File: src/icymd_pkg.sv
// ----------------------------------------------------------------------------
// icymd_pkg: shared types and constants for the icy metadata demux
// Byte kinds, matcher codes, phase encoding and the stream title marker.
// ----------------------------------------------------------------------------
`default_nettype none

package icymd_pkg;

    // widths fixed by the stream format
    localparam int BYTE_W     = 8;
    localparam int KIND_W     = 2;
    localparam int INTERVAL_W = 20;
    localparam int LEN_W      = 12;   // length byte times 16
    localparam int MATCH_W    = 4;
    localparam int USER_W     = 5;

    // largest metadata block in bytes
    localparam int MAX_META_BYTES = 4080;

    // audio interval after reset
    localparam logic [INTERVAL_W-1:0] INTERVAL_RESET = 20'd8192;

    // byte classification
    typedef enum logic [KIND_W-1:0] {
        KIND_AUDIO = 2'd0,
        KIND_LEN   = 2'd1,
        KIND_META  = 2'd2
    } byte_kind_t;

    // tuser bit positions
    localparam int USER_KIND_LSB     = 0;
    localparam int USER_TITLE_CHAR   = 2;
    localparam int USER_TITLE_FIRST  = 3;
    localparam int USER_TITLE_MISS   = 4;

    // stream phase, one-hot
    typedef enum logic [2:0] {
        PH_AUDIO = 3'b001,
        PH_LEN   = 3'b010,
        PH_META  = 3'b100
    } phase_t;

    // matcher codes: 0..12 marker characters matched, then title states
    localparam logic [MATCH_W-1:0] M_IDLE  = 4'd0;
    localparam logic [MATCH_W-1:0] M_ONE   = 4'd1;
    localparam logic [MATCH_W-1:0] M_MARK  = 4'd13;   // marker length
    localparam logic [MATCH_W-1:0] M_FIRST = 4'd13;
    localparam logic [MATCH_W-1:0] M_IN    = 4'd14;
    localparam logic [MATCH_W-1:0] M_DONE  = 4'd15;

    localparam logic [BYTE_W-1:0] CHAR_QUOTE = 8'h27;
    localparam logic [BYTE_W-1:0] CHAR_S     = 8'h53;

    // characters of StreamTitle=' by position
    function automatic logic [BYTE_W-1:0] marker_char(input logic [MATCH_W-1:0] idx);
        logic [BYTE_W-1:0] c;
        begin
            case (idx)
                4'd0:    c = 8'h53;  // S
                4'd1:    c = 8'h74;  // t
                4'd2:    c = 8'h72;  // r
                4'd3:    c = 8'h65;  // e
                4'd4:    c = 8'h61;  // a
                4'd5:    c = 8'h6D;  // m
                4'd6:    c = 8'h54;  // T
                4'd7:    c = 8'h69;  // i
                4'd8:    c = 8'h74;  // t
                4'd9:    c = 8'h6C;  // l
                4'd10:   c = 8'h65;  // e
                4'd11:   c = 8'h3D;  // =
                4'd12:   c = 8'h27;  // quote
                default: c = 8'h00;
            endcase
            return c;
        end
    endfunction

endpackage

`default_nettype wire

File: src/icy_metadata_demux.sv
// Output: a result is registered and appears on the master side in the cycle after its request is accepted.
// Throughput: one byte per cycle while the master side takes results; the output register is refilled in the same cycle
// that its result is taken, so only back-pressure on the master side holds up the slave side.
// Reset (rst_n low, asynchronous): audio phase, counters and matcher cleared,
// output empty, audio interval back to 8192.
// ----------------------------------------------------------------------------
// icy_metadata_demux: icy stream metadata deframer
// Classifies stream body bytes as audio, length or metadata and marks the
// stream title characters inside each metadata block.
// ----------------------------------------------------------------------------
`default_nettype none

module icy_metadata_demux #(
    parameter int MAX_META_BYTES = icymd_pkg::MAX_META_BYTES
) (
    input  wire                                  clk,
    input  wire                                  rst_n,
    // configuration
    input  wire                                  cfg_wr_en,
    input  wire  [icymd_pkg::INTERVAL_W-1:0]     cfg_wr_data,   // audio_interval
    // slave side
    input  wire                                  s_axis_tvalid,
    output logic                                 s_axis_tready,
    input  wire  [icymd_pkg::BYTE_W-1:0]         s_axis_tdata,  // data_byte
    // master side
    output logic                                 m_axis_tvalid,
    input  wire                                  m_axis_tready,
    output logic [icymd_pkg::BYTE_W-1:0]         m_axis_tdata,  // out_byte
    // byte_kind[1:0], title_char[2], title_first[3], title_missing[4]
    output logic [icymd_pkg::USER_W-1:0]         m_axis_tuser,
    output logic                                 m_axis_tlast   // block_last
);

    localparam int META_W = $clog2(MAX_META_BYTES + 1);
    localparam logic [icymd_pkg::LEN_W-1:0] MAX_LEN =
        icymd_pkg::LEN_W'(MAX_META_BYTES);

    // state
    logic [icymd_pkg::INTERVAL_W-1:0] audio_interval_reg;
    icymd_pkg::phase_t                phase_reg, phase_next;
    logic [icymd_pkg::INTERVAL_W-1:0] audio_count_reg, audio_count_next;
    logic [META_W-1:0]                meta_rem_reg, meta_rem_next;
    logic [icymd_pkg::MATCH_W-1:0]    match_reg, match_next;

    // output register
    logic                             out_valid_reg;
    logic [icymd_pkg::BYTE_W-1:0]     out_byte_reg;
    icymd_pkg::byte_kind_t            kind_reg, kind_next;
    logic                             tchar_reg, tchar_next;
    logic                             tfirst_reg, tfirst_next;
    logic                             last_reg, last_next;
    logic                             miss_reg, miss_next;

    logic                             accept;
    logic [icymd_pkg::LEN_W-1:0]      len_raw;
    logic [icymd_pkg::LEN_W-1:0]      len_clamp;
    logic [META_W-1:0]                rem_dec;
    logic [icymd_pkg::INTERVAL_W-1:0] limit;
    logic [icymd_pkg::INTERVAL_W-1:0] count_inc;

    // handshake: output register refills as it drains
    assign s_axis_tready = !out_valid_reg || m_axis_tready;
    assign accept        = s_axis_tvalid && s_axis_tready;

    // block length from length byte, clamped
    assign len_raw   = {s_axis_tdata, 4'b0000};
    assign len_clamp = (len_raw > MAX_LEN) ? MAX_LEN : len_raw;
    assign rem_dec   = (meta_rem_reg == '0) ? '0 : meta_rem_reg - META_W'(1);

    // audio counting, zero interval acts as one
    assign limit     = (audio_interval_reg == '0) ? icymd_pkg::INTERVAL_W'(1)
                                                  : audio_interval_reg;
    assign count_inc = audio_count_reg + icymd_pkg::INTERVAL_W'(1);

    // per-byte classification and matcher
    always_comb
    begin
        phase_next       = phase_reg;
        audio_count_next = audio_count_reg;
        meta_rem_next    = meta_rem_reg;
        match_next       = match_reg;
        kind_next        = icymd_pkg::KIND_AUDIO;
        tchar_next       = 1'b0;
        tfirst_next      = 1'b0;
        last_next        = 1'b0;
        miss_next        = 1'b0;
        case (phase_reg)
            icymd_pkg::PH_LEN:
            begin
                kind_next  = icymd_pkg::KIND_LEN;
                match_next = icymd_pkg::M_IDLE;
                if (len_clamp == '0)
                begin
                    last_next  = 1'b1;
                    phase_next = icymd_pkg::PH_AUDIO;
                end
                else
                begin
                    meta_rem_next = META_W'(len_clamp);
                    phase_next    = icymd_pkg::PH_META;
                end
            end
            icymd_pkg::PH_META:
            begin
                kind_next = icymd_pkg::KIND_META;
                if (match_reg < icymd_pkg::M_MARK)
                begin
                    if (s_axis_tdata == icymd_pkg::marker_char(match_reg))
                        match_next = match_reg + icymd_pkg::MATCH_W'(1);
                    else if (s_axis_tdata == icymd_pkg::CHAR_S)
                        match_next = icymd_pkg::M_ONE;
                    else
                        match_next = icymd_pkg::M_IDLE;
                end
                else if (match_reg == icymd_pkg::M_FIRST || match_reg == icymd_pkg::M_IN)
                begin
                    if (s_axis_tdata == icymd_pkg::CHAR_QUOTE)
                        match_next = icymd_pkg::M_DONE;
                    else
                    begin
                        tchar_next  = 1'b1;
                        tfirst_next = (match_reg == icymd_pkg::M_FIRST);
                        match_next  = icymd_pkg::M_IN;
                    end
                end
                meta_rem_next = rem_dec;
                if (rem_dec == '0)
                begin
                    last_next  = 1'b1;
                    miss_next  = (match_next < icymd_pkg::M_MARK);
                    match_next = icymd_pkg::M_IDLE;
                    phase_next = icymd_pkg::PH_AUDIO;
                end
            end
            default:
            begin
                phase_next       = icymd_pkg::PH_AUDIO;
                audio_count_next = count_inc;
                if (count_inc >= limit)
                begin
                    audio_count_next = '0;
                    phase_next       = icymd_pkg::PH_LEN;
                end
            end
        endcase
    end

    // configuration register
    always_ff @(posedge clk or negedge rst_n)
    begin
        if (!rst_n)
            audio_interval_reg <= icymd_pkg::INTERVAL_RESET;
        else if (cfg_wr_en)
            audio_interval_reg <= cfg_wr_data;
    end

    // control state
    always_ff @(posedge clk or negedge rst_n)
    begin
        if (!rst_n)
        begin
            phase_reg       <= icymd_pkg::PH_AUDIO;
            audio_count_reg <= '0;
            meta_rem_reg    <= '0;
            match_reg       <= icymd_pkg::M_IDLE;
            out_valid_reg   <= 1'b0;
        end
        else
        begin
            if (accept)
            begin
                phase_reg       <= phase_next;
                audio_count_reg <= audio_count_next;
                meta_rem_reg    <= meta_rem_next;
                match_reg       <= match_next;
                out_valid_reg   <= 1'b1;
            end
            else if (m_axis_tready)
                out_valid_reg <= 1'b0;
        end
    end

    // result payload
    always_ff @(posedge clk)
    begin
        if (accept)
        begin
            out_byte_reg <= s_axis_tdata;
            kind_reg     <= kind_next;
            tchar_reg    <= tchar_next;
            tfirst_reg   <= tfirst_next;
            last_reg     <= last_next;
            miss_reg     <= miss_next;
        end
    end

    // master side outputs
    assign m_axis_tvalid = out_valid_reg;
    assign m_axis_tdata  = out_byte_reg;
    assign m_axis_tuser  = {miss_reg, tfirst_reg, tchar_reg, kind_reg};
    assign m_axis_tlast  = last_reg;

endmodule

`default_nettype wire

File: config.mk
export PLATFORM = sky130hd
export DESIGN_NAME = icy_metadata_demux
export DESIGN_NICKNAME = d
export VERILOG_FILES = /design/src/icymd_pkg.sv /design/src/icy_metadata_demux.sv
export SDC_FILE = /design/constraint.sdc
export NUM_CORES = 1
export LEC_CHECK = 0
export ABC_CLOCK_PERIOD_IN_PS = 4100
export BUFFER_PORTS_ARGS = -buffer_cell sky130_fd_sc_hd__buf_2
export CAP_MARGIN = 20
export CORE_MARGIN = 2
export CORE_UTILIZATION = 40
export DETAILED_ROUTE_END_ITERATION = 10
export PLACE_DENSITY = 0.61
export SLEW_MARGIN = 20
export SYNTH_ARGS = -nofsm -noshare
export SYNTH_HDL_FRONTEND = slang
export SYNTH_SLANG_ARGS = --single-unit
File: constraint.sdc
create_clock -name clk -period 4.1 [get_ports clk]
set_clock_uncertainty 0.05 [all_clocks]
set_input_delay 0.82 -clock clk [delete_from_list [all_inputs] [get_ports clk]]
set_output_delay 0.82 -clock clk [all_outputs]
set_load 0.02 [all_outputs]
==> impl_results.md, run 1 <==
* Outcome: completed
* Tot Pwr at 2.35 mW
* WP data arrival at 4.03 ns
* Antenna diodes at 0
* Port bufs at 48
* Vias at 3,948
* FF-to-FF End: audio_count_reg[17]
* DR iter-0 viols at 256
* Worst hold path type: in2async
* Fin. max-slew vios at 0
* Initial core utilization at 41.0%
* Pre-Repair DR Iteration Count at 4
* First-pass GRT wire length at 18,900 µm
* Tcrit/Tclk final at 92.8%
* H-tree levels at 3
* All-Layer GR Usage at 18.4%
* Relative slew slack at 38.2%
* VDD IR max at 0.000238 V
* Mapped cell area at 0.00468 mm²
* P per Cell Area at 438 mW/mm²
* Netlist cell types at 58
* Synth-to-layout area growth at 14.9%
* Cell count after synthesis at 527
* Max Root-Sink Buffers at 2
* Post-DRT Antenna Nets at 0
* Total I/O pin count at 49
* Peak Freq at 263 MHz
* Fin crit period at 3.80 ns
* Cell Area, Placed at 0.00503 mm²
* Net Count, Synth at 587
* Hold Vio Cnt, Final at 0
* Core Util, Final at 47.1%
* Synth warn at 0
* CP max stage cell: dfrtp_1
* WP data required at 4.32 ns
* Reg2reg path depth at 15
* Max stage delay on crit path at 0.46 ns
* Die X at 112 µm
* Synthesized area per cell at 8.87 µm²
* Initial antenna violation count at 0
* Die area at 0.0126 mm²
* DP HPWL at 7900 µm
* Startpoint type of the worst setup path: flip-flop
* Ys flop type: dfrtp_1
* Max_cap viols at 0
* GPL Wtd Cong at 0.894
* R2R Setup Slk at 0.30 ns
* CTS tree: built
* Final Instance Area at 0.00537 mm²
* Vias/cell at 5.51
* Pin count of the biggest net entering global routing at 41
* Overflow left after global routing at 0
* Clock-pin transition on the worst setup and hold timing paths at 0.06 ns
* Clock root cell: clkbuf_16
* Hold_buf cts at 0
* Inserted Clock Buffers at 9
* Clock sinks at 74
* RSZ-0062 raised after global routing: false
* Share of layout cells above drive strength 1 at 15.5%
* Post-synthesis sequential area ratio at 41.1%
* Worst Max-Slew Pin Slew at 0.924 ns
* Crit. End Element: flip-flop
* Setup Viol. Count Final at 0
* FP Rows at 39
* CP max FO at 15
* NumNets Final at 628
* Reg2reg start: audio_count_reg[2]
* #FFs+latches synth at 74
* WL/cell at 15.0 µm
* EDFF count, synth at 14
* Core Footprint at 0.0114 mm²
* Later-pin clock latency in the skew report at 0.34 ns
* CP Class: reg2reg
* Die Y at 112 µm
* Post-synth ARST share at 81.1%
* Pleak at 2.33 nW
* Setup TNS Final at 0 ns
* # DRC at 0
* Critical-path cell list: nand3_2, nor3_2, and3_1, and2_1, and3_1, xor2_1, ha_1, a211oi_1, nor2_1, nor3_1, o21ai_0, or2_4, nor2_1, buf_4, a22o_1
* Vias in the first global route at 3,945
* Total wire length at 10,800 µm
cells in the final DEF, fill, tap and decap left out, types with 9 or more instances in the layout:
master,n
o21ai_0,60
dfrtp_1,58
nand2_1,57
buf_2,48
inv_1,35
nor2_1,32
ha_1,27
nand3_1,18
nor3_1,18
a21oi_1,18
edfxtp_1,14
xnor2_1,13
a22o_1,13
xor2_1,12
nor4_1,12
nor2b_1,9
nand4_1,9
a211oi_1,9
clkbuf_16,9
through the flow:
stage | instances | hold WS, ns | setup slack, ns
5_1_grt | 716 | 0.522 | 0.0613
2_1_floorplan | 527 | 0.434 | 0.372
3_5_place_dp | 700 | 0.471 | 0.180
3_3_place_gp | 700 | 0.458 | 0.349
6_report | 716 | 0.478 | 0.295
4_1_cts | 716 | 0.485 | 0.148
area by class of cell:
| type | count | area, µm² |
|---|---|---|
| flip-flops and latches | 74 | 1920 |
| well taps | 143 | 179 |
| multi-input cells | 390 | 2500 |
| clock inverters | 7 | 101 |
| repair buffers | 56 | 300 |
| fillers | 1122 | 6050 |
| clock buffers | 9 | 225 |
| inverters | 37 | 139 |
worst max-delay path by stage:
stage	slack, ns	endpoint	start
2_1_floorplan	0.37	audio_count_reg[7]	audio_count_reg[2]
3_3_place_gp	0.35	audio_count_reg[17]	audio_count_reg[2]
3_5_place_dp	0.18	audio_count_reg[17]	audio_count_reg[2]
4_1_cts	0.15	audio_count_reg[17]	audio_count_reg[2]
5_1_grt	0.06	audio_count_reg[19]	audio_count_reg[2]
6_report	0.30	audio_count_reg[17]	audio_count_reg[2]
cell usage after synthesis (all sizes together), types with 7 or more instances:
| cell | number | area share, % |
|---|---|---|
| dfrtp | 58 | 31 |
| edfxtp | 14 | 9.0 |
| a22o | 13 | 2.4 |
| o211ai | 7 | 1.1 |
| xnor2 | 13 | 2.4 |
| nand3 | 19 | 2.0 |
| nor2 | 32 | 2.6 |
| buf | 8 | 1.2 |
| clkbuf | 18 | 1.4 |
| nand2 | 57 | 4.6 |
| nand4 | 9 | 1.2 |
| nor3 | 19 | 2.0 |
| a21oi | 18 | 1.9 |
| nor2b | 9 | 1.2 |
| o21ai | 60 | 6.4 |
| a211oi | 9 | 1.4 |
| nand2b | 7 | 0.94 |
| or3 | 8 | 1.2 |
| xor2 | 12 | 2.2 |
| inv | 35 | 2.8 |
| ha | 27 | 7.2 |
| nor4 | 12 | 1.6 |
report_power, final:
part	switching [mW]	total, mW	internal, mW
Sequential	0.110	0.956	0.845
Clock	0.324	0.862	0.538
Combinational	0.319	0.535	0.216
Total	0.753	2.35	1.60
what timing repair did:
action,in CTS,in global routing
endpoints found under the setup margin,0,14
endpoints found under the hold margin,0,0
buffers inserted,0,0
resized for setup,0,3
metal layers:
| layer | global-route usage, % | part of all wire (%) | wire (µm) | up-vias |
|---|---|---|---|---|
| met3 | 4.59 | 4.0 | 428 | 15 |
| met2 | 30.0 | 47 | 5040 | 89 |
| met1 | 24.0 | 48 | 5120 | 1859 |
| li1 | - | - | - | 1985 |
| met5 | 0 | 0 | 0 | - |
| met4 | 6.02 | 1.7 | 184 | 0 |
cell families after synthesis:
| family | count (synthesis) | synth area share [%] |
|---|---|---|
| adder cells (fa/ha/maj) | 27 | 7.22 |
| buffers and inverters | 63 | 5.59 |
| flip-flops | 74 | 41.1 |
| AO/OA/AOI/OAI | 135 | 18.4 |
| AND/OR/NAND/NOR | 197 | 21.4 |
| XOR/XNOR | 25 | 4.68 |
| multiplexers | 6 | 1.61 |
worst max-delay path, delay by kind of cell (launching register included):
family          cells  cell delay, ns
xor+xnor            1            0.18
buf+inv             1            0.21
simple gates        9            1.96
fa+ha+maj           1            0.27
flops               1            0.46
compound gates      3            0.62
Note: power is estimated with default switching activity, not from simulation.
==> inputs of run 2 (changes only) <==
Settings changed: CORE_UTILIZATION 40 to 38, PLACE_DENSITY 0.61 to 0.59.
==> impl_results.md, run 2 (same netlist as run 1, synthesis figures left out) <==
* Clock sinks at 74 (unchanged)
* Port bufs at 48 (unchanged)
* Pin count of the biggest net entering global routing at 41 (unchanged)
* Later-pin clock latency in the skew report at 0.34 ns (about the same)
* CTS tree: built
* Reg2reg start: audio_count_reg[2]
* Peak Freq at 269 MHz (+2.4%)
* Startpoint type of the worst setup path: flip-flop
* Pre-Repair DR Iteration Count at 5 (+1)
* Share of layout cells above drive strength 1 at 15.3% (-0.20 points)
* Total I/O pin count at 49 (unchanged)
* First-pass GRT wire length at 18,500 µm (-1.9%)
* RSZ-0062 raised after global routing: false
* Hold_buf cts at 0 (unchanged)
* Total wire length at 10,900 µm (+0.81%)
* Fin crit period at 3.72 ns (-0.0894 ns)
* Vias in the first global route at 3,751 (-4.9%)
* Max Root-Sink Buffers at 2 (unchanged)
* Setup TNS Final at 0 ns (unchanged)
* Fillers at 1,182 (+5.3%)
* P per Cell Area at 444 mW/mm² (+1.5%)
* Pleak at 2.35 nW (+0.89%)
* Core Footprint at 0.0120 mm² (+5.2%)
* Initial core utilization at 38.9% (-2.0 points)
* Synth-to-layout area growth at 15.3%
* Clock root cell: clkbuf_16
* Critical-path cell list: nand3_1, nor3_2, and3_1, and2_1, and3_1, xor2_1, ha_1, a211oi_1, nor2_1, nor3_1, o21ai_0, or2_2, buf_4, o21ai_0, a22o_1
* FF-to-FF End: audio_count_reg[7]
* WP data arrival at 3.95 ns (-0.08 ns)
* Inserted Clock Buffers at 9 (unchanged)
* Outcome: completed
* WP data required at 4.33 ns (about the same)
* Tcrit/Tclk final at 90.6% (-2.2 points)
* VDD IR max at 0.000319 V (+34%)
* Worst Path Buf+Inv at 1 (unchanged)
* CP max stage cell: dfrtp_1
* Initial antenna violation count at 0 (unchanged)
* # DRC at 0 (unchanged)
* Antenna diodes at 0 (unchanged)
* CP max FO at 14 (-1)
* Worst hold path type: in2async
* Die X at 115 µm (+2.5%)
* Postcts setup bufs at 0 (unchanged)
* Worst Max-Slew Pin Slew at 0.936 ns (+0.0121 ns)
* Stages on worst setup path at 15 (unchanged)
* Crit. End Element: flip-flop
* GPL Wtd Cong at 0.824 (-7.8%)
* Commonest non-fill, non-tap cells in the layout: o21ai_0 (60), dfrtp_1 (58), nand2_1 (57)
* All-Layer GR Usage at 17.6% (-0.74 points)
* DP HPWL at 8120 µm (+2.8%)
* CP Class: reg2reg
* Setup Viol. Count Final at 0 (unchanged)
* Hold Vio Cnt, Final at 0 (unchanged)
* Post-DRT Antenna Nets at 0 (unchanged)
* DR iter-0 viols at 278 (+8.6%)
* Max_cap viols at 0 (unchanged)
* Worst setup slack after layout at 0.385 ns (+0.0894 ns)
* FP Rows at 40 (+2.6%)
* Setup WS pre-CTS at 0.418 ns (+0.238 ns)
* Relative slew slack at 37.4% (-0.81 points)
* Overflow left after global routing at 0 (unchanged)
* Max stage delay on crit path at 0.44 ns (-0.02 ns)
* Vias at 3,951 (+0.076%)
* Fin. max-slew vios at 0 (unchanged)
* Die area at 0.0132 mm² (+5.1%)
* H-tree levels at 3 (unchanged)
* Reg2reg path depth at 15 (unchanged)
* Most common cell after layout, fill and taps aside: o21ai_0
* Clock-pin transition on the worst setup and hold timing paths at 0.06 ns (about the same)
* Cell family with most CP delay: simple AND/OR/NAND/NOR gates
* Vias/cell at 5.48 (-0.62%)
* NumNets Final at 629 (+0.16%)
* R2R Setup Slk at 0.38 ns (+0.09 ns)
* Die Y at 115 µm (+2.5%)
* WL/cell at 15.1 µm (+0.11%)
==> run 2: final cells by class <==
type / instances / area (µm²) / share of cell area (%)
tap: 147 / 184 / 3.41
clock buffer: 9 / 225 / 4.18
sequential: 74 / 1920 / 35.7
multi-input combinational: 390 / 2500 / 46.3
inverter: 37 / 139 / 2.58
timing repair buffer: 57 / 308 / 5.71
clock inverter: 7 / 116 / 2.16
==> run 2: how the worst max path moves through the flow <==
stage	from	slack [ns]	endpoint
CTS	audio_count_reg[2]	0.40	audio_count_reg[7]
detailed placement	audio_count_reg[2]	0.42	audio_count_reg[15]
floorplan	audio_count_reg[2]	0.37	audio_count_reg[7]
global route	audio_count_reg[2]	0.008	audio_count_reg[17]
global placement	audio_count_reg[2]	0.53	audio_count_reg[5]
finish	audio_count_reg[2]	0.38	audio_count_reg[7]
==> run 2: power breakdown <==
group	switching (mW)	internal, mW	total (mW)
sequential	0.108	0.846	0.954
combinational	0.318	0.216	0.534
clock	0.315	0.594	0.909
==> run 2: routing by layer <==
layer  GRT usage, %  up-vias  share of wire, %
met5              0        -                 0
met4           3.61        0              0.93
met3           4.64        9               4.8
met2           29.8      112                48
met1           22.9     1849                46
li1               -     1981                 -
==> run 2: what timing repair did <==
action,CTS,global route
gates resized for setup,0,1
setup endpoints to repair,0,13
hold endpoints to repair,0,0
==> run 2: metrics by stage <==
stage / power, mW / instance area, µm² / cells / util (%) / hold WS [ns]
after floorplan: 1.37 / 4680 / 527 / - / 0.434
after global placement: 1.48 / 5050 / 705 / 42.0 / 0.456
after detailed placement: 1.50 / 5050 / 705 / 42.0 / 0.474
after CTS: 2.43 / 5390 / 721 / 44.9 / 0.396
after global routing: 2.55 / 5390 / 721 / 44.9 / 0.423
final: 2.40 / 5390 / 721 / 44.9 / 0.388
